[src/design/trs_pkg.sv]
// Shared widths, word types and constants for the TRS transform-to-matrix pipeline.
package trs_pkg;

	localparam int QW        = 16;
	localparam int SW        = 16;
	localparam int PW        = 32;
	localparam int QPROD_W   = 32;
	localparam int ELEM_W    = 34;
	localparam int MUL_W     = ELEM_W + SW;
	localparam int FRAC_DROP = 22;

	localparam logic [1:0] COL_FIRST = 2'd0;
	localparam logic [1:0] COL_LAST  = 2'd3;

	localparam logic signed [ELEM_W-1:0] ONE_Q30    = 34'sd1073741824;
	localparam logic signed [PW-1:0]     ONE_Q16    = 32'sd65536;
	localparam logic signed [MUL_W-1:0]  ROUND_HALF = 50'sd2097152;

	typedef logic signed [QW-1:0]      quat_t;
	typedef logic signed [SW-1:0]      scale_t;
	typedef logic signed [PW-1:0]      pos_t;
	typedef logic signed [QPROD_W-1:0] qprod_t;
	typedef logic signed [ELEM_W-1:0]  elem_t;
	typedef logic signed [MUL_W-1:0]   mul_t;

	typedef struct packed {
		qprod_t xx;
		qprod_t yy;
		qprod_t zz;
		qprod_t xy;
		qprod_t xz;
		qprod_t yz;
		qprod_t wx;
		qprod_t wy;
		qprod_t wz;
		scale_t sx;
		scale_t sy;
		scale_t sz;
		pos_t   px;
		pos_t   py;
		pos_t   pz;
	} prod_word_t;

	typedef struct packed {
		logic [1:0] col;
		elem_t      e0;
		elem_t      e1;
		elem_t      e2;
		scale_t     scl;
	} col_word_t;

endpackage

[src/design/trs_col_scale.sv]
// Third and fourth stages: scale, round to Q16.16 except the position column, hold the output.
module trs_col_scale import trs_pkg::*; (
	input  logic       clk,
	input  logic       arst_n,
	input  logic       in_valid,
	output logic       in_ready,
	input  col_word_t  in_word,
	output logic       out_valid,
	input  logic       out_ready,
	output logic [1:0] column,
	output pos_t       row0,
	output pos_t       row1,
	output pos_t       row2,
	output pos_t       row3,
	output logic       final_col
);

	logic       valid_s3;
	logic [1:0] col_s3;
	mul_t       mul_s3 [3];
	logic       valid_s4;
	logic [1:0] col_s4;
	pos_t       row_s4 [3];
	logic       ready_s4;
	elem_t      e_in [3];
	mul_t       sum  [3];
	pos_t       rnd  [3];

	assign ready_s4 = !valid_s4 || out_ready;
	assign in_ready = !valid_s3 || ready_s4;

	assign e_in[0] = in_word.e0;
	assign e_in[1] = in_word.e1;
	assign e_in[2] = in_word.e2;

	always_ff @(posedge clk or negedge arst_n) begin
		if (!arst_n) begin
			valid_s3 <= 1'b0;
		end else if (in_ready) begin
			valid_s3 <= in_valid;
		end
	end

	always_ff @(posedge clk) begin
		if (in_valid && in_ready) begin
			col_s3 <= in_word.col;
			for (int i = 0; i < 3; i++) begin
				if (in_word.col == COL_LAST) begin
					mul_s3[i] <= mul_t'(e_in[i]);
				end else begin
					mul_s3[i] <= mul_t'(e_in[i] * in_word.scl);
				end
			end
		end
	end

	// Round to nearest with ties upward; the result always fits in 32 bits.
	always_comb begin
		for (int i = 0; i < 3; i++) begin
			sum[i] = mul_s3[i] + ROUND_HALF;
			rnd[i] = pos_t'($signed(sum[i][MUL_W-1:FRAC_DROP]));
		end
	end

	always_ff @(posedge clk or negedge arst_n) begin
		if (!arst_n) begin
			valid_s4 <= 1'b0;
		end else if (ready_s4) begin
			valid_s4 <= valid_s3;
		end
	end

	always_ff @(posedge clk) begin
		if (valid_s3 && ready_s4) begin
			col_s4 <= col_s3;
			for (int i = 0; i < 3; i++) begin
				if (col_s3 == COL_LAST) begin
					row_s4[i] <= mul_s3[i][PW-1:0];
				end else begin
					row_s4[i] <= rnd[i];
				end
			end
		end
	end

	assign out_valid = valid_s4;
	assign column    = col_s4;
	assign row0      = row_s4[0];
	assign row1      = row_s4[1];
	assign row2      = row_s4[2];
	assign final_col = (col_s4 == COL_LAST);
	assign row3      = (col_s4 == COL_LAST) ? ONE_Q16 : '0;

endmodule

[config.mk]
export PLATFORM = sky130hd
export DESIGN_NAME = trs_col_scale
export DESIGN_NICKNAME = d
export VERILOG_FILES = /design/src/design/trs_pkg.sv /design/src/design/trs_col_scale.sv
export SDC_FILE = /design/constraint.sdc
export NUM_CORES = 2
export LEC_CHECK = 0
export BUFFER_PORTS_ARGS = -buffer_cell sky130_fd_sc_hd__buf_2
export CELL_PAD_IN_SITES_DETAIL_PLACEMENT = 1
export CELL_PAD_IN_SITES_GLOBAL_PLACEMENT = 1
export CORE_AREA = 2 2 355 357
export DETAILED_ROUTE_END_ITERATION = 7
export DIE_AREA = 0 0 357 359
export GPL_ROUTABILITY_DRIVEN = 0
export PLACE_DENSITY = 0.95
export SLEW_MARGIN = 10
export SYNTH_ARGS = -nofsm -noshare
export SYNTH_HDL_FRONTEND = slang
export SYNTH_SLANG_ARGS = --single-unit
[constraint.sdc]
create_clock -name clk -period 10 [get_ports clk]
set_input_delay 2 -clock clk [delete_from_list [all_inputs] [get_ports clk]]
set_output_delay 2 -clock clk [all_outputs]
set_load 0.005 [all_outputs]
==> flow_metrics.tcl <==
set metrics [dict create \
    htreeDepth 1 \
    synthCells 7451 \
    layout_commonest_cell "inv_1" \
    hpwl_mm 201.6 \
    slowest_stage "buf_2" \
    ant_nets 0 \
    start_kind "primary input" \
    fmax_mhz 100.4 \
    syn_area_per_cell_um2 9.098 \
    dr.pass1.iters 8 \
    core-area_um2 124600 \
    dieArea_um2 128200 \
    overflow 0 \
    period_needed_ps 9956 \
    synth_seq_cells 252 \
    cts_buffers 30 \
    numClockSinks 252 \
    status "finished with violations" \
    yosysSeqAreaShare_pct 11.15 \
    worstHoldPathType "flip-flop to flip-flop" \
    hp-start "col_s3[0]$_DFFE_PP_" \
    clk_pin_slew_ps 60 \
    yosys_warnings 0 \
    synth_edf_count 250 \
    endpoint "mul_s3[1][48]$_DFFE_PP_" \
    cts_setup_buffers 0 \
    fin_setup_tns_ps 0 \
    grt_pass1_wl_mm 445.1 \
    drive_gt1_share_pct 4.768 \
    nFillCells 14250 \
    worstSetupEndpointType "flip-flop" \
    rrSetupSlack_ps 5980 \
    viasPerCell 6.626 \
    wl_per_cell_um 32.82 \
    cts_max_path_buffers 3 \
    cts_hold_buffers 0 \
    grt_start_max_net_pins 93 \
    rsz0062_at_grt "false" \
    fp-row-count 130 \
    cpPeakStageDelay_ps 790 \
    crit_fanout 36 \
    cts_root_buffer "clkbuf_16" \
    reg2regPathDepth 9 \
    startpoint "in_word[13]" \
    synthArstFlopShare_pct 0.7937 \
    slew_headroom_pct 19.65 \
    grt_pass1_vias 70370 \
    area_growth_pct 5.067 \
    violations "DRC" \
    die_w_um 357 \
    die_h_um 359 \
    vias 60300 \
    worstMarginPinSlew_ps 1197 \
    pin_count 257 \
    cts_tree "yes" \
    drtIter0Drc 7977 \
    worstReg2RegEnd "mul_s3[0][46]$_DFFE_PP_" \
    grt.total_usage_pct 47.53 \
    clk_latency_ps 690 \
    synth_cell_types 79 \
    nNetsFinal 9425 \
    synth_area_um2 67790 \
    cpMostUsedCell "fa_1" \
    hold_depth 0 \
    fin_crit_sh_pct 99.56 \
    setup_viol 0 \
    drc 3 \
    antenna_found_initial 45 \
    initial_utilization_pct 54.41 \
    slew_viol_final 0 \
    fin_worst_skew_ps 47.20 \
    cp.arrival_ps 10470 \
    io_buffers 225 \
    hold_violations 0 \
    synth_ff_type "edfxtp_1" \
    maxCapViolCount 0 \
    finalWirelength_mm 298.7 \
    criticalPathCategory "primary input to flip-flop" \
    reg2reg_from "out_valid$_DFFE_PN0N_" \
    layout_common_cells "inv_1 (1765), fa_1 (1542), nand2_1 (1196)" \
    cp.required_ps 10520 \
    crit_chain "buf_2, buf_4, nand2_1, fa_1, inv_1, fa_1, fa_1, fa_1, fa_1, inv_1, fa_1, inv_1, ha_1, a21oi_1, o21ai_0, a221oi_1, o31ai_4, a211oi_1, o31a_1, o41a_1, o2111ai_2, mux2_1, nand2_1" \
]
==> metrics by stage <==
step / hold WS, ps / cell area [um^2] / worst slack, ps / instances / util, %
final: 474.9 / 71220 / 43.52 / 9100 / 57.17
after global routing: 489.9 / 71160 / 133.6 / 9076 / 57.12
after CTS: 477.3 / 71150 / 529.9 / 9074 / 57.10
after detailed placement: 462.9 / 70160 / 183.1 / 9020 / 56.31
after global placement: 433.3 / 70160 / 920.5 / 9020 / 56.31
after floorplan: 426.2 / 67900 / 1634 / 7481 / -
==> layout make-up <==
class	count	area [um^2]	area share, %
well taps	1650	2064	2.899
repair buffers	281	1758	2.468
diodes	26	65.06	0.09135
clock buffers	41	822.0	1.154
inverters	1769	6646	9.332
clock inverters	13	163.9	0.2301
multi-input cells	5068	52150	73.22
flip-flops and latches	252	7557	10.61
==> cells in the mapped netlist (all sizes together) (43+ instances only) <==
library cell | n | share of area [%]
inv | 1769 | 9.8
fa | 1542 | 46
nand2 | 1198 | 6.6
and2 | 650 | 6.0
ha | 357 | 6.6
clkbuf | 349 | 1.9
o21ai | 255 | 1.9
edfxtp | 250 | 11
nor2 | 192 | 1.1
a21oi | 134 | 0.99
xnor2 | 132 | 1.7
xor2 | 104 | 1.3
a21o | 95 | 1.1
nand3 | 64 | 0.47
buf | 43 | 0.42
==> worst min-delay path by stage <==
stage | to | slack [ps]
2_1_floorplan | column[1]$_DFFE_PP_ | 430
3_3_place_gp | column[1]$_DFFE_PP_ | 430
3_5_place_dp | column[0]$_DFFE_PP_ | 460
4_1_cts | column[0]$_DFFE_PP_ | 480
5_1_grt | column[0]$_DFFE_PP_ | 490
6_report | column[0]$_DFFE_PP_ | 470
==> metal layers <==
layer	track usage [%]	wire length, um	vias up
met2	71.43	132500	6106
met3	22.55	43720	2844
li1	-	-	21800
met4	42.02	34110	52
met5	0.3019	336	-
met1	49.43	88010	29500
==> sequential cells by signal, summed over array words and instances, names as in the netlist <==
| register | count |
|---|---|
| col_s3 | 2 |
| column | 2 |
| mul_s3 | 150 |
| out_valid | 1 |
| row_s4 | 96 |
| valid_s3 | 1 |
==> cells by family (layout without fill, tap and decap cells) <==
kind of cell,after synthesis,count (layout),share of synthesized area [%]
XOR/XNOR,236,236,3.049
flip-flops,252,252,11.15
multiplexers,5,5,0.08121
other,1,57,0.005532
buffers and inverters,2161,2104,12.14
adder cells (fa/ha/maj),1899,1899,52.13
AND/OR/NAND/NOR,2253,2253,15.57
AO/OA/AOI/OAI,644,644,5.877
==> worst max-delay path, delay by kind of cell <==
family                     cells  cell delay [ps]
buffers and inverters          5             1740
adders and majority gates      7             3550
and+or+nand+nor                2              330
muxes                          1              330
AOI/OAI and AO/OA              8             2430
==> timing repair <==
item / in CTS / in global routing
endpoints found under the setup margin: 0 / 1
resized for setup: 0 / 3
hold endpoints to repair: 0 / 0
Power is left out: the tool's default activity adds up to more than one toggle a clock period on the data nets, which glitch-free logic cannot reach.
